### config.mk
export PLATFORM = sky130hd
export DESIGN_NAME = offline_beep_alarm_sequencer
export DESIGN_NICKNAME = d
export VERILOG_FILES = /design/src/design/obas_pkg.sv /design/src/design/obas_ctrl.sv /design/src/design/obas_dp.sv /design/src/design/offline_beep_alarm_sequencer.sv
export SDC_FILE = /design/constraint.sdc
export NUM_CORES = 1
export LEC_CHECK = 0
export BUFFER_PORTS_ARGS = -buffer_cell sky130_fd_sc_hd__buf_2
export CAP_MARGIN = 20
export CORE_MARGIN = 4
export CORE_UTILIZATION = 35
export CTS_BUF_LIST = sky130_fd_sc_hd__clkbuf_4 sky130_fd_sc_hd__clkbuf_8
export CTS_CLUSTER_DIAMETER = 80
export CTS_CLUSTER_SIZE = 10
export DETAILED_ROUTE_END_ITERATION = 12
export PLACE_DENSITY = 0.56
export SYNTH_ARGS = -nofsm -noshare
export SYNTH_HDL_FRONTEND = slang
export SYNTH_SLANG_ARGS = --single-unit
### constraint.sdc
create_clock -name clock -period 7.7 [get_ports clock]
set_clock_uncertainty 0.1 [all_clocks]
set_input_delay 0.385 -clock clock [delete_from_list [all_inputs] [get_ports clock]]
set_output_delay 0.385 -clock clock [all_outputs]
set_load 0.005 [all_outputs]
### src/design/obas_pkg.sv
package obas_pkg;

   // Sizes of the item and register fields
   localparam int NUM_MOTORS_DEF = 8;
   localparam int TIME_W         = 32;
   localparam int CFG_W          = 16;
   localparam int MID_IN_W       = 3;
   localparam int CSR_IDX_W      = 2;
   localparam int PHASE_W        = 3;
   localparam int PEND_W         = 4;
   localparam int MASK_W         = 8;

   // Register reset values
   localparam logic [CFG_W-1:0] TIMEOUT_RST    = 16'd100;
   localparam logic [CFG_W-1:0] BEEP_ON_RST    = 16'd100;
   localparam logic [CFG_W-1:0] BEEP_OFF_RST   = 16'd100;
   localparam logic [CFG_W-1:0] GROUP_WAIT_RST = 16'd2000;

   // Item command codes
   localparam logic CMD_TICK      = 1'b0;
   localparam logic CMD_HEARTBEAT = 1'b1;

   typedef enum logic [CSR_IDX_W-1:0] {
      REG_TIMEOUT    = 2'd0,
      REG_BEEP_ON    = 2'd1,
      REG_BEEP_OFF   = 2'd2,
      REG_GROUP_WAIT = 2'd3
   } reg_index_type;

   typedef enum logic [PHASE_W-1:0] {
      PH_IDLE  = 3'd0,
      PH_BEEP  = 3'd1,
      PH_GAP   = 3'd2,
      PH_ROUND = 3'd3,
      PH_MOTOR = 3'd4
   } phase_type;

   typedef enum logic [2:0] {
      ST_IDLE,
      ST_HB,
      ST_SCAN,
      ST_SEQ,
      ST_REB,
      ST_REB_END,
      ST_OUT
   } ctrl_state_type;

   typedef enum logic [2:0] {
      OP_NONE,
      OP_CAPTURE,
      OP_HB,
      OP_SCAN,
      OP_SEQ,
      OP_REB,
      OP_REB_END,
      OP_LOAD
   } dp_op_type;

   typedef struct packed {
      logic idx_last;
      logic rebuild;
      logic out_free;
   } dp_status_type;

endpackage

### src/design/obas_ctrl.sv
module obas_ctrl (
   input  logic                    clock,
   input  logic                    reset,
   input  logic                    req_valid,
   input  logic                    req_cmd,
   output logic                    req_stall,
   input  obas_pkg::dp_status_type status,
   output obas_pkg::dp_op_type     op
);
   import obas_pkg::*;

   ctrl_state_type state_ff, state_in;

   // Hold the sequence state
   always_ff @(posedge clock) begin
      if (reset) begin
         state_ff <= ST_IDLE;
      end else begin
         state_ff <= state_in;
      end
   end

   // Next state
   always_comb begin
      state_in = state_ff;
      case (state_ff)
         ST_IDLE: begin
            if (req_valid) begin
               state_in = (req_cmd == CMD_HEARTBEAT) ? ST_HB : ST_SCAN;
            end
         end
         ST_HB:      state_in = ST_OUT;
         ST_SCAN: begin
            if (status.idx_last) begin
               state_in = ST_SEQ;
            end
         end
         ST_SEQ:     state_in = status.rebuild ? ST_REB : ST_OUT;
         ST_REB: begin
            if (status.idx_last) begin
               state_in = ST_REB_END;
            end
         end
         ST_REB_END: state_in = ST_OUT;
         ST_OUT: begin
            if (status.out_free) begin
               state_in = ST_IDLE;
            end
         end
         default:    state_in = ST_IDLE;
      endcase
   end

   // Datapath commands
   always_comb begin
      op        = OP_NONE;
      req_stall = 1'b1;
      case (state_ff)
         ST_IDLE: begin
            req_stall = 1'b0;
            if (req_valid) begin
               op = OP_CAPTURE;
            end
         end
         ST_HB:      op = OP_HB;
         ST_SCAN:    op = OP_SCAN;
         ST_SEQ:     op = OP_SEQ;
         ST_REB:     op = OP_REB;
         ST_REB_END: op = OP_REB_END;
         ST_OUT: begin
            if (status.out_free) begin
               op = OP_LOAD;
            end
         end
         default:    op = OP_NONE;
      endcase
   end

endmodule

### src/design/obas_dp.sv
module obas_dp #(
   parameter int NUM_MOTORS = obas_pkg::NUM_MOTORS_DEF
) (
   input  logic                            clock,
   input  logic                            reset,
   input  obas_pkg::dp_op_type             op,
   output obas_pkg::dp_status_type         status,
   input  logic                            csr_valid,
   input  logic [obas_pkg::CSR_IDX_W-1:0]  csr_index,
   input  logic [obas_pkg::CFG_W-1:0]      csr_wdata,
   input  logic [obas_pkg::MID_IN_W-1:0]   req_motor_id,
   input  logic [obas_pkg::TIME_W-1:0]     req_now_ms,
   input  logic                            rsp_stall,
   output logic                            rsp_valid,
   output logic                            rsp_beep_on,
   output logic [obas_pkg::PHASE_W-1:0]    rsp_alarm_phase,
   output logic [obas_pkg::MID_IN_W-1:0]   rsp_current_motor,
   output logic [obas_pkg::MASK_W-1:0]     rsp_offline_mask,
   output logic                            rsp_all_connected,
   output logic [obas_pkg::PEND_W-1:0]     rsp_pending_count
);
   import obas_pkg::*;

   localparam int MID_W = (NUM_MOTORS > 1) ? $clog2(NUM_MOTORS) : 1;
   localparam int CNT_W = $clog2(NUM_MOTORS + 1);
   localparam logic [CNT_W-1:0] CNT_FULL = CNT_W'(NUM_MOTORS);
   localparam logic [MID_W-1:0] IDX_LAST = MID_W'(NUM_MOTORS - 1);

   // Configuration registers
   logic [CFG_W-1:0] timeout_ff, beep_on_ff, beep_off_ff, group_wait_ff;

   // Captured item
   logic [MID_IN_W-1:0] id_ff, id_in;
   logic [TIME_W-1:0]   now_ff, now_in;

   // Motor and sequencer state
   logic [TIME_W-1:0]     last_ff [NUM_MOTORS];
   logic [TIME_W-1:0]     last_in [NUM_MOTORS];
   logic [NUM_MOTORS-1:0] off_ff, off_in, alarm_ff, alarm_in;
   logic [MID_W-1:0]      q_ff [NUM_MOTORS];
   logic [MID_W-1:0]      q_in [NUM_MOTORS];
   logic [CNT_W-1:0]      cnt_ff, cnt_in;
   phase_type             phase_ff, phase_in;
   logic [TIME_W-1:0]     start_ff, start_in;
   logic [MID_W-1:0]      beep_ff, beep_in;
   logic [CNT_W-1:0]      done_ff, done_in;
   logic                  conn_ff, conn_in;
   logic [MID_W-1:0]      idx_ff, idx_in;

   // Result register
   logic                rsp_valid_ff, rsp_valid_in;
   logic                buzz_ff;
   logic [PHASE_W-1:0]  phase_out_ff;
   logic [MID_IN_W-1:0] cur_ff;
   logic [MASK_W-1:0]   mask_ff;
   logic                conn_out_ff;
   logic [PEND_W-1:0]   pend_ff;
   logic [MASK_W-1:0]   mask_now;

   // Shared helpers
   logic [MID_W-1:0]  id_m, rm_m;
   logic              hb_ok;
   logic [TIME_W-1:0] elapsed;
   logic              scan_late;
   logic              wait_on, wait_off, wait_group;
   logic [CNT_W-1:0]  done_inc;
   logic [MID_W-1:0]  q_rm [NUM_MOTORS];
   logic [CNT_W-1:0]  cnt_rm;
   logic              rm_found;
   logic [MID_W-1:0]  q_add [NUM_MOTORS];
   logic [CNT_W-1:0]  cnt_add;
   logic              add_en, add_dup;
   logic [MID_W-1:0]  q_pop [NUM_MOTORS];

   assign id_m       = MID_W'(id_ff);
   assign hb_ok      = ({1'b0, id_ff} < (MID_IN_W+1)'(NUM_MOTORS)) ||
                       (NUM_MOTORS > (1 << MID_IN_W));
   assign elapsed    = now_ff - start_ff;
   assign scan_late  = (now_ff - last_ff[idx_ff]) > {{(TIME_W-CFG_W){1'b0}}, timeout_ff};
   assign wait_on    = elapsed >= {{(TIME_W-CFG_W){1'b0}}, beep_on_ff};
   assign wait_off   = elapsed >= {{(TIME_W-CFG_W){1'b0}}, beep_off_ff};
   assign wait_group = elapsed >= {{(TIME_W-CFG_W){1'b0}}, group_wait_ff};
   assign done_inc   = done_ff + CNT_W'(1);
   assign rm_m       = (op == OP_HB) ? id_m : beep_ff;

   // Remove one motor from the queue: shift down every entry past its slot
   always_comb begin
      logic hit;
      hit = 1'b0;
      for (int k = 0; k < NUM_MOTORS; k++) begin
         if ((CNT_W'(k) < cnt_ff) && (q_ff[k] == rm_m)) begin
            hit = 1'b1;
         end
         if (hit && (k < NUM_MOTORS - 1)) begin
            q_rm[k] = q_ff[(k + 1) % NUM_MOTORS];
         end else begin
            q_rm[k] = q_ff[k];
         end
      end
      rm_found = hit;
      cnt_rm   = cnt_ff - CNT_W'(hit);
   end

   // Append the scanned motor unless it is already queued or the queue is full
   always_comb begin
      add_en  = (op == OP_SCAN) ? (scan_late && !off_ff[idx_ff])
                                : (off_ff[idx_ff] && alarm_ff[idx_ff]);
      add_dup = 1'b0;
      for (int k = 0; k < NUM_MOTORS; k++) begin
         if ((CNT_W'(k) < cnt_ff) && (q_ff[k] == idx_ff)) begin
            add_dup = 1'b1;
         end
      end
      for (int k = 0; k < NUM_MOTORS; k++) begin
         q_add[k] = (!add_dup && (cnt_ff < CNT_FULL) && (CNT_W'(k) == cnt_ff))
                    ? idx_ff : q_ff[k];
      end
      cnt_add = cnt_ff + CNT_W'(!add_dup && (cnt_ff < CNT_FULL));
   end

   // Drop the head entry
   always_comb begin
      for (int k = 0; k < NUM_MOTORS; k++) begin
         q_pop[k] = (k < NUM_MOTORS - 1) ? q_ff[(k + 1) % NUM_MOTORS] : q_ff[k];
      end
   end

   // Offline bits as seen on the result
   always_comb begin
      mask_now = '0;
      for (int k = 0; k < NUM_MOTORS && k < MASK_W; k++) begin
         mask_now[k] = off_ff[k];
      end
   end

   // Next state of the motor table, queue and sequencer
   always_comb begin
      id_in        = id_ff;
      now_in       = now_ff;
      last_in      = last_ff;
      off_in       = off_ff;
      alarm_in     = alarm_ff;
      q_in         = q_ff;
      cnt_in       = cnt_ff;
      phase_in     = phase_ff;
      start_in     = start_ff;
      beep_in      = beep_ff;
      done_in      = done_ff;
      conn_in      = conn_ff;
      idx_in       = idx_ff;
      rsp_valid_in = rsp_valid_ff && rsp_stall;
      case (op)
         OP_CAPTURE: begin
            id_in  = req_motor_id;
            now_in = req_now_ms;
            idx_in = '0;
         end
         OP_HB: begin
            if (hb_ok) begin
               for (int k = 0; k < NUM_MOTORS; k++) begin
                  if (MID_W'(k) == id_m) begin
                     last_in[k] = now_ff;
                  end
               end
               off_in[id_m] = 1'b0;
               if (alarm_ff[id_m]) begin
                  alarm_in[id_m] = 1'b0;
                  q_in           = q_rm;
                  cnt_in         = cnt_rm;
                  if (beep_ff == id_m) begin
                     phase_in = PH_IDLE;
                     beep_in  = '0;
                     done_in  = '0;
                  end
               end
            end
         end
         OP_SCAN: begin
            if (add_en) begin
               off_in[idx_ff]   = 1'b1;
               alarm_in[idx_ff] = 1'b1;
               q_in             = q_add;
               cnt_in           = cnt_add;
            end
            idx_in = idx_ff + MID_W'(1);
         end
         OP_SEQ: begin
            conn_in = ~|off_ff;
            case (phase_ff)
               PH_IDLE: begin
                  if (cnt_ff != '0) begin
                     beep_in  = q_ff[0];
                     q_in     = q_pop;
                     cnt_in   = cnt_ff - CNT_W'(1);
                     done_in  = '0;
                     phase_in = PH_BEEP;
                     start_in = now_ff;
                  end
               end
               PH_BEEP: begin
                  if (wait_on) begin
                     phase_in = PH_GAP;
                     start_in = now_ff;
                  end
               end
               PH_GAP: begin
                  if (wait_off) begin
                     done_in  = done_inc;
                     start_in = now_ff;
                     if (done_inc > CNT_W'(beep_ff)) begin
                        phase_in = (cnt_ff != '0) ? PH_MOTOR : PH_ROUND;
                     end else begin
                        phase_in = PH_BEEP;
                     end
                  end
               end
               PH_ROUND: begin
                  if (wait_group) begin
                     if (off_ff[beep_ff]) begin
                        // empty the queue, then rebuild it in the rebuild scan
                        cnt_in = '0;
                        idx_in = '0;
                     end else begin
                        q_in              = q_rm;
                        cnt_in            = cnt_rm;
                        alarm_in[beep_ff] = 1'b0;
                        if (cnt_rm != '0) begin
                           phase_in = PH_MOTOR;
                           start_in = now_ff;
                        end else begin
                           phase_in = PH_IDLE;
                        end
                     end
                  end
               end
               PH_MOTOR: begin
                  if (wait_group) begin
                     if (cnt_ff != '0) begin
                        beep_in  = q_ff[0];
                        q_in     = q_pop;
                        cnt_in   = cnt_ff - CNT_W'(1);
                        done_in  = '0;
                        phase_in = PH_BEEP;
                        start_in = now_ff;
                     end else begin
                        phase_in = PH_IDLE;
                     end
                  end
               end
               default: phase_in = PH_IDLE;
            endcase
         end
         OP_REB: begin
            if (add_en) begin
               q_in   = q_add;
               cnt_in = cnt_add;
            end
            idx_in = idx_ff + MID_W'(1);
         end
         OP_REB_END: begin
            if (cnt_ff != '0) begin
               beep_in  = q_ff[0];
               q_in     = q_pop;
               cnt_in   = cnt_ff - CNT_W'(1);
               done_in  = '0;
               phase_in = PH_BEEP;
               start_in = now_ff;
            end else begin
               phase_in = PH_IDLE;
            end
         end
         OP_LOAD: begin
            rsp_valid_in = 1'b1;
         end
         default: begin
         end
      endcase
   end

   // Take register writes
   always_ff @(posedge clock) begin
      if (reset) begin
         timeout_ff    <= TIMEOUT_RST;
         beep_on_ff    <= BEEP_ON_RST;
         beep_off_ff   <= BEEP_OFF_RST;
         group_wait_ff <= GROUP_WAIT_RST;
      end else if (csr_valid) begin
         case (reg_index_type'(csr_index))
            REG_TIMEOUT:    timeout_ff    <= csr_wdata;
            REG_BEEP_ON:    beep_on_ff    <= csr_wdata;
            REG_BEEP_OFF:   beep_off_ff   <= csr_wdata;
            REG_GROUP_WAIT: group_wait_ff <= csr_wdata;
            default: begin
            end
         endcase
      end
   end

   // Advance the state
   always_ff @(posedge clock) begin
      if (reset) begin
         for (int k = 0; k < NUM_MOTORS; k++) begin
            last_ff[k] <= '0;
         end
         off_ff       <= '0;
         alarm_ff     <= '0;
         cnt_ff       <= '0;
         phase_ff     <= PH_IDLE;
         start_ff     <= '0;
         beep_ff      <= '0;
         done_ff      <= '0;
         conn_ff      <= 1'b1;
         idx_ff       <= '0;
         rsp_valid_ff <= 1'b0;
      end else begin
         last_ff      <= last_in;
         off_ff       <= off_in;
         alarm_ff     <= alarm_in;
         cnt_ff       <= cnt_in;
         phase_ff     <= phase_in;
         start_ff     <= start_in;
         beep_ff      <= beep_in;
         done_ff      <= done_in;
         conn_ff      <= conn_in;
         idx_ff       <= idx_in;
         rsp_valid_ff <= rsp_valid_in;
      end
   end

   // Item and queue payload
   always_ff @(posedge clock) begin
      id_ff  <= id_in;
      now_ff <= now_in;
      q_ff   <= q_in;
      if (op == OP_LOAD) begin
         buzz_ff      <= (phase_ff == PH_BEEP);
         phase_out_ff <= phase_ff;
         cur_ff       <= MID_IN_W'(beep_ff);
         mask_ff      <= mask_now;
         conn_out_ff  <= conn_ff;
         pend_ff      <= PEND_W'(cnt_ff);
      end
   end

   // Status to the controller
   assign status.idx_last = (idx_ff == IDX_LAST);
   assign status.rebuild  = (phase_ff == PH_ROUND) && wait_group && off_ff[beep_ff];
   assign status.out_free = !rsp_valid_ff || !rsp_stall;

   assign rsp_valid         = rsp_valid_ff;
   assign rsp_beep_on       = buzz_ff;
   assign rsp_alarm_phase   = phase_out_ff;
   assign rsp_current_motor = cur_ff;
   assign rsp_offline_mask  = mask_ff;
   assign rsp_all_connected = conn_out_ff;
   assign rsp_pending_count = pend_ff;

endmodule

### src/design/offline_beep_alarm_sequencer.sv
// Offline beep alarm sequencer: watches motor heartbeats and beeps out offline motors.
//
// Channels: req_* carries one beat per tick (req_cmd 0) or heartbeat (req_cmd 1)
// with a millisecond time stamp; rsp_* returns one beat per request with the
// buzzer, alarm phase, beeped motor, offline mask, connection flag and queue
// depth as they stand after that request. csr_* writes the four timing
// registers; csr_ready is always high, writes belong to idle periods.
// Timing: a heartbeat passes through the capture, heartbeat and output states;
// a tick passes through capture, a scan of each motor in turn, the sequencer
// step and output, plus a rebuild scan of each motor when a round ends and the
// queue is rebuilt. The per-motor scans share one compare unit.
// One request is worked on at a time; the next is taken once the result of
// the previous one sits in the output register.
// Reset (synchronous) clears all time stamps, flags, the queue and the
// sequencer and loads the register defaults. When rsp_stall is high the result
// beat holds and the block takes at most one more request, whose result waits
// until the held beat is taken.
module offline_beep_alarm_sequencer #(
   parameter int NUM_MOTORS = obas_pkg::NUM_MOTORS_DEF
) (
   input  logic                           clock,
   input  logic                           reset,
   input  logic                           csr_valid,
   output logic                           csr_ready,
   input  logic [obas_pkg::CSR_IDX_W-1:0] csr_index,
   input  logic [obas_pkg::CFG_W-1:0]     csr_wdata,
   input  logic                           req_valid,
   output logic                           req_stall,
   input  logic                           req_cmd,
   input  logic [obas_pkg::MID_IN_W-1:0]  req_motor_id,
   input  logic [obas_pkg::TIME_W-1:0]    req_now_ms,
   output logic                           rsp_valid,
   input  logic                           rsp_stall,
   output logic                           rsp_beep_on,
   output logic [obas_pkg::PHASE_W-1:0]   rsp_alarm_phase,
   output logic [obas_pkg::MID_IN_W-1:0]  rsp_current_motor,
   output logic [obas_pkg::MASK_W-1:0]    rsp_offline_mask,
   output logic                           rsp_all_connected,
   output logic [obas_pkg::PEND_W-1:0]    rsp_pending_count
);
   import obas_pkg::*;

   dp_op_type     op;
   dp_status_type status;

   // Registers are always writable
   assign csr_ready = 1'b1;

   obas_ctrl u_ctrl (
      .clock     (clock),
      .reset     (reset),
      .req_valid (req_valid),
      .req_cmd   (req_cmd),
      .req_stall (req_stall),
      .status    (status),
      .op        (op)
   );

   obas_dp #(
      .NUM_MOTORS (NUM_MOTORS)
   ) u_dp (
      .clock             (clock),
      .reset             (reset),
      .op                (op),
      .status            (status),
      .csr_valid         (csr_valid),
      .csr_index         (csr_index),
      .csr_wdata         (csr_wdata),
      .req_motor_id      (req_motor_id),
      .req_now_ms        (req_now_ms),
      .rsp_stall         (rsp_stall),
      .rsp_valid         (rsp_valid),
      .rsp_beep_on       (rsp_beep_on),
      .rsp_alarm_phase   (rsp_alarm_phase),
      .rsp_current_motor (rsp_current_motor),
      .rsp_offline_mask  (rsp_offline_mask),
      .rsp_all_connected (rsp_all_connected),
      .rsp_pending_count (rsp_pending_count)
   );

endmodule

==> results of run 1 <==
==> cell families (layout without fill, tap and decap cells) <==
logic type,count (synthesis),after routing
buffers and inverters,380,389
muxes,107,107
other,1,2
adders and majority gates,143,143
xor gates and xnor gates,91,91
and+or+nand+nor,1223,1223
AOI/OAI and AO/OA,883,883
DFF,469,469
==> worst register-to-register path, cell delays in order (launching register included) <==
cell and delay [ps]:
dfxtp_1 640, nor3b_2 840, a22o_1 240, a221oi_1 50, and3_1 220, ha_1 370
o211ai_1 110, a21o_1 210, a2111oi_0 570, or3_1 260, a31oi_1 130, o21ai_0 220
xor2_1 110, ha_1 320, nand4_1 120, nor4_1 370, nand2_1 100, a221oi_1 330
nand3_1 140, nor4_1 390, a41oi_2 290, o221ai_4 530, nor3_1 210
==> stage by stage <==
step	utilization, %	total power (uW)
global placement	36.95	3704
finish	38.89	5343
global route	38.89	5593
CTS	38.87	5381
detailed placement	36.95	3704
floorplan	-	3393
==> metal layers <==
layer / global-route usage, % / share of wire (%) / vias up
li1: - / - / 11540
met1: 29.99 / 44 / 11510
met2: 36.13 / 46 / 791
met3: 2.765 / 6.0 / 211
met4: 8.065 / 3.9 / 0
met5: 0 / 0 / -
==> flip-flops by register name, indices dropped and copies added (netlist names), 4 cells and up <==
register / count
u_dp.cnt_ff: 4
u_dp.last_ff: 256
u_dp.alarm_ff: 8
u_dp.rsp_pending_count: 4
u_dp.q_ff: 24
u_dp.rsp_offline_mask: 8
u_dp.timeout_ff: 16
u_dp.mask_now: 8
u_dp.now_ff: 32
u_dp.start_ff: 32
u_dp.beep_off_ff: 16
u_dp.beep_on_ff: 16
u_dp.done_ff: 4
u_dp.group_wait_ff: 16
==> final timing paths <==
| check | startpoint | endpoint | slack (ps) |
|---|---|---|---|
| worst max-delay path | u_dp.idx_ff[0] | u_dp.q_ff[4] | 570 |
| worst min-delay path | csr_index[1] | u_dp.timeout_ff[1] | 10 |
| worst max register to register | u_dp.idx_ff[0] | u_dp.q_ff[4] | 570 |
| worst min register to register | u_dp.last_ff[121] | u_dp.last_ff[121] | 360 |
==> area by class of cell <==
cell class,instances,share of cell area [%]
Clock buffer,69,2.929
Sequential cell,469,35.10
Antenna cell,1,0.008628
Clock inverter,4,0.1855
Multi-Input combinational cell,2448,51.24
Inverter,127,1.648
Tap cell,969,4.180
Timing Repair Buffer,189,4.707
==> placed cells by master (no fill, tap or decap), drive strengths merged, types with 7 or more instances in the layout <==
cell type,Yosys,layout
o21a,16,16
and2,10,10
a32oi,7,7
clkbuf,232,69
nor3,43,43
a31oi,25,25
nand3,41,41
dfxtp,390,390
nor2,109,109
mux2,8,8
and4,16,16
inv,126,125
buf,21,136
a211oi,21,21
o221ai,27,27
nand4,30,30
a21o,38,38
nor2b,16,16
nor4,23,23
o21ai,68,68
o31ai,7,7
dlygate4sd3,0,53
a22oi,95,95
or3,17,17
edfxtp,79,79
a221oi,25,25
nor3b,10,10
mux2i,97,97
nand2b,16,16
a2111oi,9,9
a21oi,428,428
a211o,9,9
a22o,21,21
and3,31,31
o211ai,29,29
nand2,833,833
xnor2,48,48
xor2,43,43
ha,141,141
==> power breakdown <==
part / switching (uW) / total (uW) / internal [uW]
Combinational: 612 / 988 / 376
Sequential: 133 / 2700 / 2570
Clock: 920 / 1660 / 737
==> run_results.csv, run 1 <==
group,metric,value,unit
timing,finalCritPeriodShare,92.63,%
placement,place_congestion,0.9506,
detailed_routing,wl_per_cell,21.08,um
setup_path,critPathMaxStageDelay,840,ps
clock_tree,insertion_delay,680,ps
yosys,synth_top_family_by_area,"compound AO/OA/AOI/OAI gates",
clock_tree,cts_max_path_buffers,3,
timing,setup_ws,567.6,ps
timing,slew_headroom,24.74,%
setup_path,required,8000,ps
setup_path,cp_max_fo,14,
clock_tree,path_clk_slew,70,ps
setup_path,crit_slowest_cell,"nor3b_2",
global_route,grt_pass1_wl,138.4,mm
die,die_area,0.07983,mm2
die,io_pins,82,
hold_path,holdPathStages,4,
global_route,grt_max_degree,94,
yosys,synth.net_count,3499,
die,start_util,35.37,%
yosys,yosys.area.top_type,"dfxtp_1",
cells_and_area,area_growth,9.942,%
setup_path,crit_path_end_kind,"flip-flop",
cells_and_area,drive_gt1_share,8.409,%
clock_tree,clockRootBuffer,"clkbuf_8",
setup_path,crit_cells,22,
placement,hpwl,58.77,mm
global_route,overflow,0,
clock_tree,cts_buffers,53,
die,num_rows,100,
timing,period_needed,7132,ps
cells_and_area,layout.cells.non_filler,4276,
die,chipHeight,282.5,um
timing,drv_slew,0,
cells_and_area,register_area,0.01018,mm2
cells_and_area,fin_nets,3490,
timing,fin_tns_setup,0,ps
job,drv_cap,0,
setup_path,critPathBufInv,0,
clock_tree,cts_hold_buf,53,
yosys,synthXorXnorAreaFrac,3.021,%
yosys,synth_most_common_cell,"nand2_1",
global_route,grt_antenna_before_repair,2,
detailed_routing,num_vias,24050,
yosys,netlist_top_cells_area,"dfxtp_1 30%, nand2_1 12%, edfxtp_1 9.0%, a21oi_1 8.1%, ha_1 6.7%",
yosys,synth-simple-area-share,20.34,%
timing,hold_viol_final,0,
yosys,netlist_area,0.02638,mm2
clock_tree,cts_resized,0,
setup_path,worstPathArrival,7430,ps
setup_path,crit_chain,"nor3b_2, a22o_1, a221oi_1, and3_1, ha_1, o211ai_1, a21o_1, a2111oi_0, or3_1, a31oi_1, o21ai_0, xor2_1, ha_1, nand4_1, nor4_1, nand2_1, a221oi_1, nand3_1, nor4_1, a41oi_2, o221ai_4, nor3_1",
yosys,yosysSeqAreaShare,38.59,%
yosys,avgSynthCellArea,8.001,um2
detailed_routing,drc,0,
timing,setup_violations,0,
timing,max_slew.worst_pin.slew,1121,ps
detailed_routing,wl,90.13,mm
placement,place_ws,682.4,ps
yosys,syn-instance-count,3297,
clock_tree,postCtsSetupBuffers,0,
setup_path,critPathKind,"reg -> reg",
die,die_x,282.5,um
clock_tree,cts_tree,"yes",
pwr,peakVddDrop,0.1081,mV
global_route,grtUsageTotal,22.06,%
detailed_routing,via_per_inst,5.623,
timing,fin_hold_ws,13.03,ps
placement,io_buffers,80,
yosys,async_reset_ff_share,0,%
yosys,ys.warnings.count,0,
timing,timing.fmax,140.2,MHz
yosys,synth_edf_count,79,
setup_path,path_delay_family,"compound AO/OA/AOI/OAI gates",
yosys,synth_mux_area_share,4.236,%
timing,rsz0062_at_grt,"false",
die,core,0.07457,mm2
outcome,status,"finished clean",
pwr,leakagePower,0.009996,uW
placement,placed_cells,4148,
placement,placed_area,0.02755,mm2
cells_and_area,multi_input_area,0.01486,mm2
yosys,synthAdderAreaFrac,6.840,%
pwr,powerDensity,184.2,mW/mm2
yosys,synth_top_area_share,29.60,%
yosys,ys_seq_elements,469,
setup_path,r2r_cells,22,
clock_tree,cts_htree_levels,2,
yosys,yosysUniqueCellTypes,101,
detailed_routing,first_iter_violations,2077,
yosys,yosys-top-cells-count,"833 x nand2_1, 427 x a21oi_1, 390 x dfxtp_1",
setup_path,setup.worst_path.start_class,"flip-flop",
yosys,synth_compound_area_share,21.38,%
clock_tree,clock-sinks,469,
cells_and_area,fill_cells,7625,
detailed_routing,dr.pass1.iters,6,
detailed_routing,detail-route-antenna-nets,0,
yosys,synthFlopType,"dfxtp_1",
cells_and_area,final_area,0.02900,mm2
hold_path,hold_path.class,"in -> reg",
global_route,grt_pass1_vias,22840,
No activity file was read; power rests on OpenSTA's default activity.
==> run 2: changes to the inputs <==
--- a/config.mk
+++ b/config.mk
@@ -7,6 +7,7 @@
 export LEC_CHECK = 0
 export BUFFER_PORTS_ARGS = -buffer_cell sky130_fd_sc_hd__buf_2
 export CAP_MARGIN = 20
+export CORE_ASPECT_RATIO = 2
 export CORE_MARGIN = 4
 export CORE_UTILIZATION = 35
 export CTS_BUF_LIST = sky130_fd_sc_hd__clkbuf_4 sky130_fd_sc_hd__clkbuf_8
@@ -14,6 +15,7 @@
 export CTS_CLUSTER_SIZE = 10
 export DETAILED_ROUTE_END_ITERATION = 12
 export PLACE_DENSITY = 0.56
+export SKIP_LAST_GASP = 1
 export SYNTH_ARGS = -nofsm -noshare
 export SYNTH_HDL_FRONTEND = slang
 export SYNTH_SLANG_ARGS = --single-unit
==> run_results.csv, run 2 (synthesis results as in run 1) <==
group,metric,value,unit
global_route,grt_pass1_wl,142.3,mm
job,drv_cap,0,
timing,setup_violations,0,
setup_path,cp_max_fo,22,
cells_and_area,final_cell_mix,"833 x nand2_1, 427 x a21oi_1, 390 x dfxtp_1, 141 x ha_1, 125 x inv_1",
clock_tree,cts_tree,"yes",
setup_path,worstPathArrival,7190,ps
clock_tree,path_clk_slew,90,ps
clock_tree,cts_htree_levels,2,
global_route,grt_max_degree,100,
die,die_area,0.08009,mm2
global_route,grtUsageTotal,22.47,%
die,die_x,202.1,um
detailed_routing,detail-route-antenna-nets,0,
detailed_routing,route.met3.wl,3.773,mm
timing,max_slew.worst_pin.slew,1083,ps
pwr,pwr-share-seq,50.1,%
global_route,overflow,0,
detailed_routing,drc,0,
clock_tree,clockRootBuffer,"clkbuf_8",
cells_and_area,top_register,"u_dp.last_ff",
setup_path,crit_path_end_kind,"flip-flop",
detailed_routing,maxUsedRoutingLayer,"met4",
detailed_routing,met2_length,50.68,mm
outcome,status,"finished clean",
timing,hold_viol_final,0,
cells_and_area,area_growth,10.50,%
cells_and_area,reg_top3,"u_dp.last_ff: 256 flops, u_dp.now_ff: 32 flops, u_dp.start_ff: 32 flops",
clock_tree,clock-sinks,469,
pwr,pwr-share-comb,19.1,%
pwr,power_report.internal_total,3662,uW
timing,finalCritPeriodShare,90.09,%
detailed_routing,wl_per_cell,21.61,um
detailed_routing,num_vias,24280,
cells_and_area,final_common_cell,"nand2_1",
die,chipHeight,396.3,um
global_route,grt_antenna_before_repair,1,
pwr,p_sw_share,31.48,%
timing,slew_headroom,27.81,%
pwr,switching_power,1683,uW
cells_and_area,drive_gt1_share,8.798,%
timing,setup_ws,762.9,ps
placement,hpwl,65.78,mm
timing,fin_hold_ws,82.72,ps
clock_tree,cts_max_path_buffers,3,
cells_and_area,fin_nets,3500,
detailed_routing,via_per_inst,5.609,
detailed_routing,wl_met1,33.27,mm
timing,fin_tns_setup,0,ps
pwr,leakagePower,0.01006,uW
timing,period_needed,6937,ps
timing,rsz0062_at_grt,"false",
placement,place_congestion,1.007,
pwr,powerDensity,183.4,mW/mm2
cells_and_area,fill_cells,7707,
detailed_routing,dr.pass1.iters,5,
setup_path,required,7950,ps
die,core,0.07480,mm2
clock_tree,cts_buffers,52,
timing,drv_slew,0,
global_route,grt_pass1_vias,24160,
timing,timing.fmax,144.2,MHz
setup_path,setup.worst_path.start_class,"flip-flop",
clock_tree,cts_resized,0,
placement,place_ws,810.5,ps
die,io_pins,82,
clock_tree,insertion_delay,680,ps
detailed_routing,wl,93.54,mm
placement,io_buffers,80,
pwr,peakVddDrop,0.1127,mV
cells_and_area,largest_register_ffs,256,
die,num_rows,142,
detailed_routing,first_iter_violations,1690,
pwr,p_clk_share,30.7,%
die,start_util,35.27,%
hold_path,hold_path.class,"in -> reg",
setup_path,critPathKind,"reg -> reg",
-- run 2: cell count changes in the layout (fill, tap and decap cells not counted), sizes merged --
cell	change
buf	+12
clkbuf	+3
inv	+2
bufinv	-1
clkinv	-1
clkinvlp	-1
dlygate4sd3	-1
-- run 2: per-stage QoR --
step           utilization, %  std cells  power, uW  instance area [um2]
4_1_cts                 38.93       4326       5397                29120
3_3_place_gp            37.04       4199       3723                27710
5_1_grt                 38.97       4328       5588                29150
3_5_place_dp            37.04       4199       3727                27710
2_1_floorplan               -       3297       3393                26380
6_report                38.97       4328       5345                29150
-- run 2: layer usage --
| metal | track usage (%) | vias to the layer above |
|---|---|---|
| met5 | 0 | - |
| met4 | 12.58 | 0 |
| met3 | 2.106 | 302 |
| met2 | 44.32 | 782 |
| met1 | 22.71 | 11610 |
| li1 | - | 11590 |
-- run 2: repair_timing --
item / CTS / global route
hold buffers: 52 / 0
setup buffers: 0 / 0
endpoints found under the hold margin: 101 / 0
-- run 2: layout make-up --
class	instances	area, um2	area share (%)
Antenna cell	1	2.502	0.008585
Clock buffer	72	865.8	2.970
Clock inverter	3	27.53	0.09443
Inverter	127	478.0	1.640
Multi-Input combinational cell	2448	14860	50.98
Sequential cell	469	10180	34.92
Tap cell	1008	1261	4.327
Timing Repair Buffer	200	1474	5.056
-- run 2: power groups by stage --
| stage | Clock, uW | Sequential [uW] | Combinational [uW] |
|---|---|---|---|
| 2_1_floorplan | 0 | 2650 | 747 |
| 3_3_place_gp | 0 | 2730 | 990 |
| 3_5_place_dp | 0 | 2730 | 993 |
| 4_1_cts | 1700 | 2680 | 1020 |
| 5_1_grt | 1780 | 2690 | 1120 |
| 6_report | 1640 | 2680 | 1020 |
-- run 2: path summary, 6_finish.rpt --
kind                       start                      to  slack, ps  depth (start not counted)
setup / recovery  u_dp.idx_ff[2]           u_dp.q_ff[11]        760                         24
hold / removal             reset         u_dp.beep_ff[1]         80                          2
setup reg to reg  u_dp.idx_ff[2]           u_dp.q_ff[11]        760                         24
hold reg to reg     u_dp.conn_ff  u_dp.rsp_all_connected        340                          0
-- run 2: critical path, stage by stage (launching register included) --
cell and delay [ps]:
dfxtp_1 540, inv_1 170, nor3b_2 240, buf_4 220
buf_4 360, a221oi_1 140, and3_1 160, ha_1 420
nand2_1 110, a2111oi_0 460, buf_4 200, or3_1 180
a31oi_1 140, o21ai_0 210, xor2_1 100, ha_1 320
nand4_1 110, nor4_1 370, nand2_1 110, a221oi_1 420
nand3_1 120, nor4_1 390, a41oi_2 260, o221ai_4 540
nor3_1 200
